`config.mk`:
```
export PLATFORM = sky130hd
export DESIGN_NAME = motor_speed_pid_tick_flat
export DESIGN_NICKNAME = d
export VERILOG_FILES = /design/src/rtl/core/mspt_pkg.sv /design/src/rtl/core/mspt_in_if.sv /design/src/rtl/core/mspt_out_if.sv /design/src/rtl/core/motor_speed_pid_tick.sv /design/src/rtl/core/mspt_useq.sv /design/src/rtl/core/mspt_datapath.sv /design/src/flat_wrapper.sv
export VERILOG_INCLUDE_DIRS = /design/src /design/src/rtl/core
export SDC_FILE = /design/constraint.sdc
export NUM_CORES = 2
export LEC_CHECK = 0
export BUFFER_PORTS_ARGS = -buffer_cell sky130_fd_sc_hd__buf_2
export CORE_ASPECT_RATIO = 1.2
export CORE_UTILIZATION = 40
export CTS_CLUSTER_DIAMETER = 200
export DETAILED_ROUTE_END_ITERATION = 8
export SYNTH_ARGS = -nofsm -noshare
export SYNTH_HDL_FRONTEND = slang
export SYNTH_SLANG_ARGS = --single-unit
```
`constraint.sdc`:
```
create_clock -name clk -period 28.3 [get_ports clk]
set_clock_uncertainty 0.1 [all_clocks]
set_input_delay 2.83 -clock clk [delete_from_list [all_inputs] [get_ports clk]]
set_output_delay 2.83 -clock clk [all_outputs]
set_load 0.01 [all_outputs]
```
`src/rtl/core/assert_macros.svh`:
```
// Assertion macros shared by the motor speed PID core.
// Clocked implication checks; they compile to nothing when ASSERT_OFF is set.
`ifndef ASSERT_MACROS_SVH
`define ASSERT_MACROS_SVH
`ifndef ASSERT_OFF
`define ASSERT_IMPL(label, clk, rst, ante, cons, msg) \
  label: assert property (@(posedge clk) disable iff (rst) (ante) |-> (cons)) else $error(msg);
`define ASSERT_NEXT(label, clk, rst, ante, cons, msg) \
  label: assert property (@(posedge clk) disable iff (rst) (ante) |=> (cons)) else $error(msg);
`else
`define ASSERT_IMPL(label, clk, rst, ante, cons, msg)
`define ASSERT_NEXT(label, clk, rst, ante, cons, msg)
`endif
`endif

```
`src/rtl/core/mspt_pkg.sv`:
```
// Types, constants and the microprogram of the motor speed PID core.
// No dependencies; imported by every core file but mspt_in_if and the macros.
package mspt_pkg;

  localparam int unsigned CFG_W    = 32;
  localparam int unsigned IDX_W    = 3;
  localparam int unsigned VEL_W    = 32;
  localparam int unsigned DUTY_W   = 23;
  localparam int unsigned PERIOD_W = 24;
  localparam int unsigned HIGH_W   = 24;
  localparam int unsigned MUL_W    = 32;
  localparam int unsigned PROD_W   = 64;
  localparam int unsigned TERM_W   = 48;
  localparam int unsigned ACC_W    = 50;
  localparam int unsigned PHASE_W  = 4;
  localparam int unsigned STEP_W   = 4;
  localparam int unsigned UCODE_DEPTH = 2 ** STEP_W;
  localparam int unsigned Q_FRAC   = 16;
  localparam int unsigned HIGH_LSB = 37;

  typedef enum logic [IDX_W-1:0] {
    REG_SETPOINT = 3'd0,
    REG_TARGET   = 3'd1,
    REG_PERIOD   = 3'd2,
    REG_GAIN_P   = 3'd3,
    REG_GAIN_I   = 3'd4,
    REG_GAIN_D   = 3'd5
  } reg_idx_t;

  // 0.279018 in Q32, and floor(x / 100) == (x * RECIP_100) >> 37 for 32-bit x.
  localparam logic [MUL_W-1:0] VEL_K     = 32'd1198373185;
  localparam logic [MUL_W-1:0] THOUSAND  = 32'd1000;
  localparam logic [MUL_W-1:0] RECIP_100 = 32'd1374389535;

  localparam logic [PROD_W-1:0] PROD_LIMIT = 64'h4000_0000_0000_0000;
  localparam logic [PROD_W-1:0] ROUND_HALF = 64'd32768;

  localparam logic [TERM_W-1:0] VQ_POS_MAX = 48'h0000_7FFF_FFFF;
  localparam logic [TERM_W-1:0] VQ_NEG_MAX = 48'h0000_8000_0000;
  localparam logic signed [VEL_W-1:0] VEL_MAX = 32'sh7FFF_FFFF;
  localparam logic signed [VEL_W-1:0] VEL_MIN = 32'sh8000_0000;

  localparam logic signed [VEL_W:0] INTEG_LIMIT = 33'sd6553600;
  localparam logic signed [ACC_W-1:0] ACC_HUNDRED = 50'sd6553600;
  localparam logic signed [ACC_W-1:0] ACC_ONE = 50'sd65536;
  localparam logic [DUTY_W-1:0] DUTY_HUNDRED = 23'd6553600;
  localparam logic [DUTY_W-1:0] DUTY_MILLI = 23'd66;

  localparam logic signed [PROD_W+1:0] DIST_BIAS = 66'sd32768000;
  localparam logic [PHASE_W-1:0] PID_PHASE = 4'd9;
  localparam logic [PHASE_W-1:0] PHASE_RESTART = 4'd1;

  localparam logic [PERIOD_W-1:0] PERIOD_RESET = 24'd1000000;
  localparam logic [CFG_W-1:0] GAIN_P_RESET = 32'd12054;
  localparam logic [CFG_W-1:0] GAIN_I_RESET = 32'd4405;

  typedef enum logic [3:0] {
    OP_NOP,
    OP_LOAD,
    OP_VEL,
    OP_DISTP,
    OP_FINCMP,
    OP_ERR,
    OP_DERIV,
    OP_TERM,
    OP_TERM_ACC,
    OP_TERM_ADD,
    OP_ACC_ADD,
    OP_CLAMP,
    OP_HIGH,
    OP_OUT
  } op_t;

  typedef enum logic [2:0] {
    MA_DIFF,
    MA_COUNT,
    MA_TARGET,
    MA_ERR,
    MA_DERIV,
    MA_INTEG,
    MA_DUTY,
    MA_PROD_HI
  } mul_a_t;

  typedef enum logic [2:0] {
    MB_VEL_K,
    MB_THOUSAND,
    MB_GAIN_P,
    MB_GAIN_D,
    MB_GAIN_I,
    MB_PERIOD,
    MB_RECIP
  } mul_b_t;

  typedef enum logic [2:0] {
    JC_NEXT,
    JC_HOLD_IN,
    JC_IF_FIN,
    JC_IF_NO_PID,
    JC_HOLD_OUT
  } jump_t;

  typedef struct packed {
    op_t               op;
    mul_a_t            mul_a;
    mul_b_t            mul_b;
    jump_t             jump;
    logic [STEP_W-1:0] target;
  } ctl_word_t;

  typedef struct packed {
    logic finished;
    logic pid_due;
    logic out_busy;
  } status_t;

  localparam logic [STEP_W-1:0] STEP_LOAD = 4'd0;
  localparam logic [STEP_W-1:0] STEP_HIGH = 4'd12;
  localparam logic [STEP_W-1:0] STEP_OUT  = 4'd15;

  // The multiplier registers its product, so each step consumes what the step
  // before it launched.
  localparam ctl_word_t UCODE [UCODE_DEPTH] = '{
    '{OP_LOAD,     MA_DIFF,    MB_VEL_K,    JC_HOLD_IN,   STEP_LOAD},
    '{OP_NOP,      MA_DIFF,    MB_VEL_K,    JC_IF_FIN,    STEP_OUT},
    '{OP_VEL,      MA_COUNT,   MB_VEL_K,    JC_NEXT,      STEP_LOAD},
    '{OP_DISTP,    MA_TARGET,  MB_THOUSAND, JC_NEXT,      STEP_LOAD},
    '{OP_FINCMP,   MA_DIFF,    MB_VEL_K,    JC_IF_NO_PID, STEP_HIGH},
    '{OP_ERR,      MA_DIFF,    MB_VEL_K,    JC_NEXT,      STEP_LOAD},
    '{OP_DERIV,    MA_ERR,     MB_GAIN_P,   JC_NEXT,      STEP_LOAD},
    '{OP_TERM,     MA_DERIV,   MB_GAIN_D,   JC_NEXT,      STEP_LOAD},
    '{OP_TERM_ACC, MA_INTEG,   MB_GAIN_I,   JC_NEXT,      STEP_LOAD},
    '{OP_TERM_ADD, MA_DIFF,    MB_VEL_K,    JC_NEXT,      STEP_LOAD},
    '{OP_ACC_ADD,  MA_DIFF,    MB_VEL_K,    JC_NEXT,      STEP_LOAD},
    '{OP_CLAMP,    MA_DIFF,    MB_VEL_K,    JC_NEXT,      STEP_LOAD},
    '{OP_NOP,      MA_DUTY,    MB_PERIOD,   JC_NEXT,      STEP_LOAD},
    '{OP_NOP,      MA_PROD_HI, MB_RECIP,    JC_NEXT,      STEP_LOAD},
    '{OP_HIGH,     MA_DIFF,    MB_VEL_K,    JC_NEXT,      STEP_LOAD},
    '{OP_OUT,      MA_DIFF,    MB_VEL_K,    JC_HOLD_OUT,  STEP_LOAD}
  };

endpackage

```
`src/rtl/core/mspt_in_if.sv`:
```
// Input channel of the motor speed PID core: one encoder count per word.
// Depends on nothing; the width follows COUNT_BITS.
interface mspt_in_if #(parameter int unsigned COUNT_BITS = 24) ();
  logic                  valid;
  logic                  ready;
  logic [COUNT_BITS-1:0] pulse_count;

  modport source (output valid, output pulse_count, input ready);
  modport sink (input valid, input pulse_count, output ready);
endinterface

```
`src/rtl/core/mspt_out_if.sv`:
```
// Result channel of the motor speed PID core: one result word per tick.
// Field widths come from mspt_pkg.
interface mspt_out_if import mspt_pkg::*; ();
  logic                     valid;
  logic                     ready;
  logic signed [VEL_W-1:0]  velocity;
  logic [DUTY_W-1:0]        duty_percent;
  logic [HIGH_W-1:0]        high_time_ns;
  logic                     pid_updated;
  logic                     done_res;

  modport source (output valid, output velocity, output duty_percent, output high_time_ns,
                  output pid_updated, output done_res, input ready);
  modport sink (input valid, input velocity, input duty_percent, input high_time_ns,
                input pid_updated, input done_res, output ready);
endinterface

```
`src/rtl/core/motor_speed_pid_tick.sv`:
```
// Speed PID tick for one motor axis, Q16.16 throughout. Each word on sample
// carries the running encoder count; each produces exactly one word on result
// with the window velocity, the duty, the PWM high time and the flags. All
// products go one at a time through a single registered 32x32 multiplier
// under a 16-step microprogram that skips the PID steps when no update is due
// and jumps from step 1 to the output step once done; the output step holds
// while the last result waits on result.ready. The next word is taken while
// a finished result still waits. The user must write configuration through
// cfg_we, cfg_index, cfg_data only while no tick is in flight; not enforced.
module motor_speed_pid_tick import mspt_pkg::*; #(
  parameter int unsigned WINDOW_DEPTH = 10,
  parameter int unsigned COUNT_BITS   = 24
) (
  input  logic             clk,
  input  logic             rst,
  mspt_in_if.sink          sample,
  mspt_out_if.source       result,
  input  logic             cfg_we,
  input  logic [IDX_W-1:0] cfg_index,
  input  logic [CFG_W-1:0] cfg_data
);

  ctl_word_t ctl;
  status_t   status;

  mspt_useq u_seq (
    .clk      (clk),
    .rst      (rst),
    .in_valid (sample.valid),
    .status   (status),
    .ctl      (ctl),
    .in_ready (sample.ready)
  );

  mspt_datapath #(
    .WINDOW_DEPTH (WINDOW_DEPTH),
    .COUNT_BITS   (COUNT_BITS)
  ) u_dp (
    .clk          (clk),
    .rst          (rst),
    .ctl          (ctl),
    .cfg_we       (cfg_we),
    .cfg_index    (cfg_index),
    .cfg_data     (cfg_data),
    .pulse_count  (sample.pulse_count),
    .out_ready    (result.ready),
    .status       (status),
    .out_valid    (result.valid),
    .out_velocity (result.velocity),
    .out_duty     (result.duty_percent),
    .out_high     (result.high_time_ns),
    .out_updated  (result.pid_updated),
    .out_done     (result.done_res)
  );

endmodule

```
`src/rtl/core/mspt_useq.sv`:
```
// Microcode sequencer: step counter, control store readout and jump logic.
// Uses the microprogram and types of mspt_pkg.
module mspt_useq import mspt_pkg::*; (
  input  logic      clk,
  input  logic      rst,
  input  logic      in_valid,
  input  status_t   status,
  output ctl_word_t ctl,
  output logic      in_ready
);

  logic [STEP_W-1:0] step;
  logic [STEP_W-1:0] step_next;
  ctl_word_t         word;
  logic              hold;

  assign word     = UCODE[step];
  assign in_ready = (word.jump == JC_HOLD_IN);

  always_comb begin
    hold      = 1'b0;
    step_next = step + 1'b1;
    unique case (word.jump)
      JC_NEXT: begin
      end
      JC_HOLD_IN: begin
        hold = !in_valid;
      end
      JC_IF_FIN: begin
        if (status.finished) step_next = word.target;
      end
      JC_IF_NO_PID: begin
        if (!status.pid_due) step_next = word.target;
      end
      JC_HOLD_OUT: begin
        hold      = status.out_busy;
        step_next = word.target;
      end
      default: begin
      end
    endcase
    if (hold) step_next = step;
    // A waiting step must not fire its datapath operation.
    ctl = word;
    if (hold) ctl.op = OP_NOP;
  end

  always_ff @(posedge clk) begin
    if (rst) begin
      step <= STEP_LOAD;
    end else begin
      step <= step_next;
    end
  end

endmodule

```
`src/rtl/core/mspt_datapath.sv`:
```
// Datapath of the motor speed PID core: registers, window, shared multiplier
// and result register, driven by control words from mspt_useq. Uses mspt_pkg.
`include "assert_macros.svh"
module mspt_datapath import mspt_pkg::*; #(
  parameter int unsigned WINDOW_DEPTH = 10,
  parameter int unsigned COUNT_BITS   = 24
) (
  input  logic                    clk,
  input  logic                    rst,
  input  ctl_word_t               ctl,
  input  logic                    cfg_we,
  input  logic [IDX_W-1:0]        cfg_index,
  input  logic [CFG_W-1:0]        cfg_data,
  input  logic [COUNT_BITS-1:0]   pulse_count,
  input  logic                    out_ready,
  output status_t                 status,
  output logic                    out_valid,
  output logic signed [VEL_W-1:0] out_velocity,
  output logic [DUTY_W-1:0]       out_duty,
  output logic [HIGH_W-1:0]       out_high,
  output logic                    out_updated,
  output logic                    out_done
);

  // Configuration registers.
  logic signed [VEL_W-1:0] setpoint;
  logic [CFG_W-1:0]        target;
  logic [PERIOD_W-1:0]     period;
  logic [CFG_W-1:0]        gain_p;
  logic [CFG_W-1:0]        gain_i;
  logic [CFG_W-1:0]        gain_d;

  // Controller state.
  logic [COUNT_BITS-1:0]   win [WINDOW_DEPTH];
  logic [PHASE_W-1:0]      phase;
  logic signed [VEL_W-1:0] prev_err;
  logic signed [VEL_W-1:0] integral;
  logic [DUTY_W-1:0]       duty;
  logic                    finished;

  // Working registers of one tick.
  logic                    fin_pend;
  logic                    updated;
  logic signed [VEL_W-1:0] vel;
  logic [HIGH_W-1:0]       high;
  logic [PROD_W-1:0]       prod;
  logic                    msign;
  logic [PROD_W-1:0]       distp;
  logic signed [VEL_W-1:0] err;
  logic signed [VEL_W-1:0] integ;
  logic signed [VEL_W:0]   deriv;
  logic signed [TERM_W-1:0] term;
  logic signed [ACC_W-1:0] acc;

  // Combinational values.
  logic [COUNT_BITS:0]     diff;
  logic                    diff_neg;
  logic [COUNT_BITS-1:0]   diff_mag;
  logic [MUL_W-1:0]        err_mag;
  logic [MUL_W-1:0]        deriv_mag;
  logic [MUL_W-1:0]        integ_mag;
  logic [MUL_W-1:0]        mul_a;
  logic [MUL_W-1:0]        mul_b;
  logic                    mul_a_neg;
  logic [PROD_W-1:0]       vsum;
  logic [TERM_W-1:0]       vq;
  logic signed [VEL_W-1:0] vel_new;
  logic signed [VEL_W:0]   sp_diff;
  logic signed [VEL_W-1:0] err_new;
  logic signed [VEL_W:0]   integ_sum;
  logic signed [VEL_W-1:0] integ_new;
  logic [PROD_W-1:0]       p_sat;
  logic [PROD_W-1:0]       psum;
  logic signed [TERM_W-1:0] term_pos;
  logic signed [TERM_W-1:0] term_new;
  logic [DUTY_W-1:0]       duty_new;
  logic signed [PROD_W+1:0] dist_lhs;
  logic signed [PROD_W+1:0] thr_shift;
  logic signed [PROD_W+1:0] dist_rhs;
  logic                    fin_cmp;
  logic                    pid_due;

  assign diff     = {1'b0, win[0]} - {1'b0, win[WINDOW_DEPTH-1]};
  assign diff_neg = diff[COUNT_BITS];
  assign diff_mag = diff_neg ? (~diff[COUNT_BITS-1:0] + 1'b1) : diff[COUNT_BITS-1:0];

  assign err_mag   = err[VEL_W-1] ? (~err + 32'd1) : err;
  assign deriv_mag = deriv[VEL_W] ? (~deriv[MUL_W-1:0] + 32'd1) : deriv[MUL_W-1:0];
  assign integ_mag = integ[VEL_W-1] ? (~integ + 32'd1) : integ;

  always_comb begin
    mul_a     = '0;
    mul_a_neg = 1'b0;
    unique case (ctl.mul_a)
      MA_DIFF: begin
        mul_a     = MUL_W'(diff_mag);
        mul_a_neg = diff_neg;
      end
      MA_COUNT:   mul_a = MUL_W'(win[0]);
      MA_TARGET:  mul_a = target;
      MA_ERR: begin
        mul_a     = err_mag;
        mul_a_neg = err[VEL_W-1];
      end
      MA_DERIV: begin
        mul_a     = deriv_mag;
        mul_a_neg = deriv[VEL_W];
      end
      MA_INTEG: begin
        mul_a     = integ_mag;
        mul_a_neg = integ[VEL_W-1];
      end
      MA_DUTY:    mul_a = MUL_W'(duty);
      MA_PROD_HI: mul_a = prod[Q_FRAC +: MUL_W];
      default:    mul_a = '0;
    endcase
  end

  always_comb begin
    unique case (ctl.mul_b)
      MB_VEL_K:    mul_b = VEL_K;
      MB_THOUSAND: mul_b = THOUSAND;
      MB_GAIN_P:   mul_b = gain_p;
      MB_GAIN_D:   mul_b = gain_d;
      MB_GAIN_I:   mul_b = gain_i;
      MB_PERIOD:   mul_b = MUL_W'(period);
      MB_RECIP:    mul_b = RECIP_100;
      default:     mul_b = '0;
    endcase
  end

  // Velocity: round half away from zero to Q16.16, then saturate.
  always_comb begin
    vsum = prod + ROUND_HALF;
    vq   = vsum[Q_FRAC +: TERM_W];
    if (msign) begin
      vel_new = (vq > VQ_NEG_MAX) ? VEL_MIN : (~vq[VEL_W-1:0] + 32'd1);
    end else begin
      vel_new = (vq > VQ_POS_MAX) ? VEL_MAX : vq[VEL_W-1:0];
    end
  end

  always_comb begin
    sp_diff = {setpoint[VEL_W-1], setpoint} - {vel[VEL_W-1], vel};
    if (sp_diff[VEL_W] != sp_diff[VEL_W-1]) begin
      err_new = sp_diff[VEL_W] ? VEL_MIN : VEL_MAX;
    end else begin
      err_new = sp_diff[VEL_W-1:0];
    end
    integ_sum = {integral[VEL_W-1], integral} + {prev_err[VEL_W-1], prev_err};
    if (integ_sum > INTEG_LIMIT || integ_sum < -INTEG_LIMIT) begin
      integ_new = '0;
    end else begin
      integ_new = integ_sum[VEL_W-1:0];
    end
  end

  // Gain product: saturate the magnitude, round back to Q16.16, apply sign.
  always_comb begin
    p_sat    = (prod > PROD_LIMIT) ? PROD_LIMIT : prod;
    psum     = p_sat + ROUND_HALF;
    term_pos = {1'b0, psum[Q_FRAC +: TERM_W-1]};
    term_new = msign ? -term_pos : term_pos;
  end

  always_comb begin
    if (acc > ACC_HUNDRED) begin
      duty_new = DUTY_HUNDRED;
    end else if (acc < ACC_ONE) begin
      duty_new = DUTY_MILLI;
    end else begin
      duty_new = acc[DUTY_W-1:0];
    end
  end

  // Distance check without a divide: the rounded count * K / 1000 reaches the
  // target exactly when count * K >= (target * 1000 << 16) - 1000 * 32768.
  assign dist_lhs  = {2'b00, distp};
  assign thr_shift = {2'b00, prod[TERM_W-1:0], 16'h0000};
  assign dist_rhs  = thr_shift - DIST_BIAS;
  assign fin_cmp   = (dist_lhs >= dist_rhs);
  assign pid_due   = (phase > PID_PHASE);

  assign status.finished = finished;
  assign status.pid_due  = pid_due;
  assign status.out_busy = out_valid && !out_ready;

  always_ff @(posedge clk) begin
    if (rst) begin
      setpoint <= '0;
      target   <= '0;
      period   <= PERIOD_RESET;
      gain_p   <= GAIN_P_RESET;
      gain_i   <= GAIN_I_RESET;
      gain_d   <= '0;
    end else if (cfg_we) begin
      unique case (cfg_index)
        REG_SETPOINT: setpoint <= cfg_data;
        REG_TARGET:   target   <= cfg_data;
        REG_PERIOD:   period   <= cfg_data[PERIOD_W-1:0];
        REG_GAIN_P:   gain_p   <= cfg_data;
        REG_GAIN_I:   gain_i   <= cfg_data;
        REG_GAIN_D:   gain_d   <= cfg_data;
        default: begin
        end
      endcase
    end
  end

  always_ff @(posedge clk) begin
    if (rst) begin
      for (int i = 0; i < WINDOW_DEPTH; i++) win[i] <= '0;
    end else if (ctl.op == OP_LOAD && !finished) begin
      win[0] <= pulse_count;
      for (int i = 1; i < WINDOW_DEPTH; i++) win[i] <= win[i-1];
    end
  end

  // The multiplier runs every cycle; only the step after a launch reads it.
  always_ff @(posedge clk) begin
    prod  <= mul_a * mul_b;
    msign <= mul_a_neg;
  end

  always_ff @(posedge clk) begin
    if (rst) begin
      phase    <= '0;
      prev_err <= '0;
      integral <= '0;
      duty     <= '0;
      finished <= 1'b0;
      updated  <= 1'b0;
    end else begin
      unique case (ctl.op)
        OP_LOAD:  updated <= 1'b0;
        OP_FINCMP: begin
          phase <= pid_due ? PHASE_RESTART : (phase + 1'b1);
        end
        OP_CLAMP: begin
          duty     <= duty_new;
          prev_err <= err;
          integral <= integ;
          updated  <= 1'b1;
        end
        OP_HIGH:  finished <= fin_pend;
        default: begin
        end
      endcase
    end
  end

  always_ff @(posedge clk) begin
    unique case (ctl.op)
      OP_VEL:      vel   <= vel_new;
      OP_DISTP:    distp <= prod;
      OP_FINCMP:   fin_pend <= fin_cmp;
      OP_ERR: begin
        err   <= err_new;
        integ <= integ_new;
      end
      OP_DERIV:    deriv <= {err[VEL_W-1], err} - {prev_err[VEL_W-1], prev_err};
      OP_TERM:     term  <= term_new;
      OP_TERM_ACC: begin
        acc  <= ACC_W'(term);
        term <= term_new;
      end
      OP_TERM_ADD: begin
        acc  <= acc + ACC_W'(term);
        term <= term_new;
      end
      OP_ACC_ADD:  acc   <= acc + ACC_W'(term);
      OP_HIGH:     high  <= fin_pend ? '0 : prod[HIGH_LSB +: HIGH_W];
      default: begin
      end
    endcase
  end

  always_ff @(posedge clk) begin
    if (rst) begin
      out_valid <= 1'b0;
    end else if (ctl.op == OP_OUT) begin
      out_valid <= 1'b1;
    end else if (out_ready) begin
      out_valid <= 1'b0;
    end
  end

  always_ff @(posedge clk) begin
    if (ctl.op == OP_OUT) begin
      out_velocity <= vel;
      out_duty     <= duty;
      out_high     <= high;
      out_updated  <= updated;
      out_done     <= finished;
    end
  end

  `ASSERT_NEXT(a_done_latched, clk, rst, finished, finished, "done latch dropped")
  `ASSERT_NEXT(a_duty_frozen, clk, rst, finished, $stable(duty) && $stable(integral), "state moved after done")
  `ASSERT_IMPL(a_no_pid_after_done, clk, rst, ctl.op == OP_CLAMP, !finished, "PID step after done")
  `ASSERT_IMPL(a_done_no_high, clk, rst, out_valid && out_done, out_high == '0, "high time with done")

endmodule
```
`src/flat_wrapper.sv`:
```
// flat-port wrapper written by rule: the top's interface ports become plain ports
module motor_speed_pid_tick_flat import mspt_pkg::*;
#(
  parameter int unsigned WINDOW_DEPTH = 10,
  parameter int unsigned COUNT_BITS   = 24
)
  (clk, rst, cfg_we, cfg_index, cfg_data, sample_valid, sample_pulse_count, sample_ready, result_valid, result_velocity, result_duty_percent, result_high_time_ns, result_pid_updated, result_done_res, result_ready);
  mspt_in_if #(.COUNT_BITS(COUNT_BITS)) sample_i ();
  mspt_out_if result_i ();
  input  logic clk;
  input  logic rst;
  input  logic cfg_we;
  input  logic [IDX_W-1:0] cfg_index;
  input  logic [CFG_W-1:0] cfg_data;
  input wire logic [$bits(sample_i.valid)-1:0] sample_valid;
  input wire logic [$bits(sample_i.pulse_count)-1:0] sample_pulse_count;
  output wire logic [$bits(sample_i.ready)-1:0] sample_ready;
  output wire logic [$bits(result_i.valid)-1:0] result_valid;
  output wire logic [$bits(result_i.velocity)-1:0] result_velocity;
  output wire logic [$bits(result_i.duty_percent)-1:0] result_duty_percent;
  output wire logic [$bits(result_i.high_time_ns)-1:0] result_high_time_ns;
  output wire logic [$bits(result_i.pid_updated)-1:0] result_pid_updated;
  output wire logic [$bits(result_i.done_res)-1:0] result_done_res;
  input wire logic [$bits(result_i.ready)-1:0] result_ready;
  assign sample_i.valid = sample_valid;
  assign sample_i.pulse_count = sample_pulse_count;
  assign sample_ready = sample_i.ready;
  assign result_valid = result_i.valid;
  assign result_velocity = result_i.velocity;
  assign result_duty_percent = result_i.duty_percent;
  assign result_high_time_ns = result_i.high_time_ns;
  assign result_pid_updated = result_i.pid_updated;
  assign result_done_res = result_i.done_res;
  assign result_i.ready = result_ready;
  motor_speed_pid_tick #(.WINDOW_DEPTH(WINDOW_DEPTH), .COUNT_BITS(COUNT_BITS)) u_core (.clk(clk), .rst(rst), .sample(sample_i), .result(result_i), .cfg_we(cfg_we), .cfg_index(cfg_index), .cfg_data(cfg_data));
endmodule
```
# After elaboration in Yosys (flattened, before gate mapping)
# Memory sizes are Yosys's and may differ from the RTL's.
# Index checks and enable logic that the tools add are counted.
# Widths: inputs -> output; s select.
# classes
addsub	16
multipliers	1
magnitude_cmp	10
n_eq_ne	36
n_mux	43
bitwise	16
n_reduce_logical	20
# ops
op	count
$mux 24	11
$mux 32	8
$pmux 32 s8	1
$pmux 32 s7	1
$add 32x1->32 const B	4
$not 32->32	4
$pmux 50 s2	1
$sub 32x32->33	2
$ge 65x65->1	1
$sub 64x25->65 const B	1
$add 64x16->64 const B	1
$gt 64x63->1 const B	1
$mul 32x32->64	1
$add 63x16->63 const B	1
$mux 63	1
$add 50x48->50	1
$gt 50x24->1 const B	1
$lt 50x18->1 const B	1
$gt 48x31->1 const B	1
$gt 48x32->1 const B	1
$neg 47->48	1
$mux 47	1
$mux 23	2
$mux 17	2
other kinds (32)	92
# word_totals
ff_bits	744
ram_bits	240
mem_bits_ro	272
inputBits	64
output_inout_bits	83
mem_count	2
# memory_table
name	words	word_bits	read_ports	rd_clocked_by_memory_dff	write_ports	line	rtl
(name not given)	16	17	1	0	0	mspt_useq.sv:17	assign word = UCODE[step];
u_core.u_dp.win	10	24	10	0	10	mspt_datapath.sv:34	logic [COUNT_BITS-1:0] win [WINDOW_DEPTH];

# Depth between registers and ports, before layout
# depth
depth_word	13
ltp_mapped	47
ltp_nobuf	44

# Hierarchy
# A second synthesis with hierarchy kept.
# hier_totals
hier_cells	9505
hier_area_um2	86980.9
# by_module_without_submodules
module	instances	cells_per_inst	area_each_um2	seq_area_each_um2
mspt_datapath	1	9417	86337.8	25994.9
mspt_useq	1	88	643.1	80.1

# Least setup slack after synthesis
# Ideal clock, no wire load.
# synth_timing
path_type	input to register
from	input port result_ready
to	memory u_core.u_dp.win[0][0] (enable)
setup_ps	892
arrival_time_ps	14614
t_required_ps	27308
path_slack_ps	12694
cell_stages	4
n_path_buf	0
path_cell_list	nand2b_1 -> o22ai_1 -> or3_1 -> o21bai_1
# synth_lines
item	line	rtl
start, declared	flat_wrapper.sv:24	input wire logic [$bits(result_i.ready)-1:0] result_ready;
end, declared	mspt_datapath.sv:34	

==> summary.log <==
qor: placed_design.routabilityCongestion 1.000
qor: placed_design.dpl.hpwl 230300 um
qor: die.die_height 512.2 um
qor: yosys.seq_area_frac_synth 30.05%
qor: yosys.synthFlopType sky130_fd_sc_hd__edfxtp_1
qor: grt.grt_first_pass_wirelength 460300 um
qor: detailed_routing.route.top_layer_used met5
qor: job.cap_violations 0
qor: worst_setup_path.worst_setup_path_end_kind register
qor: yosys.synth_enable_flop_cells 637
qor: sta.rsz0062_at_grt no
qor: final_layout.area_growth_syn_to_layout 8.848%
qor: yosys.yosys.cell_types.count 92
qor: placed_design.postPlaceCellArea 0.09086 mm^2
qor: final_layout.finish.instance_area 0.09444 mm^2
qor: worst_setup_path.crit_required 28.85 ns
qor: sta.finalSetupTns 0 ns
qor: final_layout.drive_above_1_share 6.470%
qor: cts.clock-root-buffer sky130_fd_sc_hd__clkbuf_16
qor: cts.worstSkewPairLatency 0.78 ns
qor: die.die_x 427.2 um
qor: placed_design.port_buffers 146
qor: worst_hold_path.min_path_cells 0
qor: yosys.postSynthNetCount 11049
qor: die.floorplan.die_area 0.2188 mm^2
qor: detailed_routing.drt_iter0_markers 6936
qor: placed_design.placedCellCount 12211
qor: die.core.rowCount 186
qor: cts.path_clk_slew 0.07 ns
qor: cts.h-tree-depth 3
qor: cts.cts_resized 0
qor: detailed_routing.drt_drc_violations_left 0
qor: die.initial_utilization 40.39%
qor: worst_setup_path.cpPeakStageDelay 1.07 ns
qor: worst_setup_path.worst-endpoint-arrival 13.96 ns
qor: detailed_routing.wl_met1 117000 um
qor: cts.clock_tree_from_tritoncts done
qor: die.core_area 0.2148 mm^2
qor: worst_hold_path.hold_path_class register to register
qor: worst_setup_path.path_class register to register
qor: worst_setup_path.cp-start-kind register
qor: cts.clock_tree.buffer_depth 3
qor: worst_setup_path.path_delay_family adder cells
qor: worst_setup_path.crit_slowest_cell sky130_fd_sc_hd__nor2_1
qor: sta.period_share 47.40%
qor: detailed_routing.vias 71364
qor: cts.cts_sinks 984
qor: grt.first_global_vias 72227
qor: detailed_routing.vias_per_cell 5.752
qor: cts.number_of_buffers_inserted_by_post_cts_setup_repair 0
qor: outcome.outcome finished, final reports clean
qor: final_layout.fin_nets 10960
qor: yosys.ys.warnings.count 0
qor: worst_setup_path.path_max_fanout 16
qor: final_layout.stdcell_count 12407
qor: detailed_routing.routed_wire_per_std_cell 25.04 um
qor: sta.worst_pin_slew 1.430 ns
qor: detailed_routing.dr_wl_met2 142400 um
qor: sta.timing.final.setup_violations 0
qor: cts.tritoncts.num_buffers 101
qor: yosys.syn-cell-area 0.08676 mm^2
qor: detailed_routing.dr_wl_met3 25650 um
qor: yosys.post_synth.cell_area_avg 9.054 um^2
qor: worst_setup_path.reg2reg_depth 38
qor: die.ios 147
qor: sta.fmaxAchievable 74.55 MHz
qor: grt.grt_start_max_net_pins 239
qor: detailed_routing.ant_nets 0
qor: sta.final-max-slew-violation-count 0
qor: sta.finalWorstPathRequiredPeriod 13.41 ns
qor: detailed_routing.drtPass1Iterations 8
qor: sta.slew-limit-headroom 4.291%
qor: worst_setup_path.timing.critical_path.buf_inv 6
qor: yosys.yosys_register_bits 984
qor: sta.finalHoldViolCount 0
qor: yosys.synthesis.instances 9583
qor: grt.grt_antenna_before_repair 20
qor: cts.post_cts_hold_buffer_count 0
qor: yosys.synth_async_sr_flop_share 0%
qor: grt.grt_usage 28.30%
qor: detailed_routing.totalWireLength 310700 um
qor: grt.grt.overflow.total 0
qor: worst_setup_path.worst-path-stages 38
qor: worst_setup_path.cp_common_cell sky130_fd_sc_hd__fa_1
==> layout make-up <==
cell class	count	area, um^2
antenna	5	12.51
clock buffer	118	2684
clock inverter	73	888.4
fill	20736	120400
inverter	1238	4648
multi-input combinational	6865	54650
sequential	984	26080
tap	2820	3528
timing repair buffer	304	1951
==> routing by layer <==
layer / vias to the layer above / global-route usage (%)
met5: - / 0
met4: 16 / 19.35
met3: 1024 / 5.105
met2: 3353 / 45.75
met1: 35608 / 34.14
li1: 31363 / -
==> Yosys cell counts, types with 153 or more instances <==
cell,instances,area (um^2)
sky130_fd_sc_hd__clkbuf_1,461,1730
sky130_fd_sc_hd__fa_1,901,18040
sky130_fd_sc_hd__inv_1,1236,4639
sky130_fd_sc_hd__a21o_1,153,1149
sky130_fd_sc_hd__o21ai_0,355,1777
sky130_fd_sc_hd__xor2_1,187,1638
sky130_fd_sc_hd__edfxtp_1,637,19130
sky130_fd_sc_hd__nor2_1,685,2571
sky130_fd_sc_hd__dfxtp_1,347,6947
sky130_fd_sc_hd__nand2_1,1555,5837
sky130_fd_sc_hd__and2_1,338,2115
sky130_fd_sc_hd__xnor2_1,251,2198
sky130_fd_sc_hd__a21oi_1,609,3048
sky130_fd_sc_hd__ha_1,501,6269
==> cells in the final DEF (no fill, tap or decap), types with 28 or more instances in the layout <==
master / count
sky130_fd_sc_hd__nand2_1: 1552
sky130_fd_sc_hd__inv_1: 1235
sky130_fd_sc_hd__fa_1: 901
sky130_fd_sc_hd__nor2_1: 680
sky130_fd_sc_hd__edfxtp_1: 637
sky130_fd_sc_hd__a21oi_1: 596
sky130_fd_sc_hd__ha_1: 501
sky130_fd_sc_hd__o21ai_0: 346
sky130_fd_sc_hd__dfxtp_1: 346
sky130_fd_sc_hd__and2_1: 337
sky130_fd_sc_hd__xnor2_1: 250
sky130_fd_sc_hd__xor2_1: 187
sky130_fd_sc_hd__buf_4: 156
sky130_fd_sc_hd__a21o_1: 150
sky130_fd_sc_hd__buf_2: 145
sky130_fd_sc_hd__nor3_1: 114
sky130_fd_sc_hd__nand3_1: 107
sky130_fd_sc_hd__clkbuf_16: 103
sky130_fd_sc_hd__nand4_1: 74
sky130_fd_sc_hd__nor2b_1: 73
sky130_fd_sc_hd__nand2b_1: 61
sky130_fd_sc_hd__o21a_1: 55
sky130_fd_sc_hd__nor4_1: 52
sky130_fd_sc_hd__o31ai_1: 48
sky130_fd_sc_hd__a22oi_1: 42
sky130_fd_sc_hd__and3_1: 41
sky130_fd_sc_hd__a211oi_1: 39
sky130_fd_sc_hd__o21bai_1: 38
sky130_fd_sc_hd__or3_1: 37
sky130_fd_sc_hd__mux2i_1: 37
sky130_fd_sc_hd__a31oi_1: 35
sky130_fd_sc_hd__nand3b_1: 29
sky130_fd_sc_hd__o211ai_1: 28
==> cell families (layout without fill, tap and decap cells) <==
kind of cell | Yosys count | in the layout | share of synthesized area, %
other | 0 | 5 | 0
xor gates and xnor gates | 438 | 438 | 4.421
muxes | 44 | 44 | 0.5177
AOI/OAI and AO/OA | 1688 | 1688 | 12.16
DFF | 984 | 984 | 30.05
buffers and inverters | 1734 | 1733 | 7.530
adders and majority gates | 1409 | 1409 | 28.09
and+or+nand+nor | 3286 | 3286 | 17.23
==> sequential cells by signal, summed over array words and instances (netlist names), 33 cells and up <==
signal	count
u_core.u_dp.win	240
u_core.u_dp.distp	64
u_core.u_dp.acc	50
u_core.u_dp.deriv	33
u_core.u_dp.prod	64
u_core.u_dp.term	48
==> per-stage QoR <==
step	hold WS, ns	utilization (%)	worst slack [ns]
6_report	0.3179	43.97	14.89
3_3_place_gp	0.3016	42.30	15.18
3_5_place_dp	0.3052	42.30	15.14
4_1_cts	0.3201	43.96	15.10
2_1_floorplan	0.3003	-	12.69
5_1_grt	0.3233	43.96	14.23
==> worst paths after layout <==
kind	from	to	slack [ns]
worst min-delay path	u_core.u_dp.high[17]	u_core.u_dp.out_high[17]	0.32
worst max-delay path	u_core.u_dp.win[0][4]	u_core.u_dp.prod[63]	14.89
worst min register to register	u_core.u_dp.high[17]	u_core.u_dp.out_high[17]	0.32
worst max register to register	u_core.u_dp.win[0][4]	u_core.u_dp.prod[63]	14.89
Power is left out: the tool's default activity adds up to more than one toggle a clock period on the data nets, which glitch-free logic cannot reach.
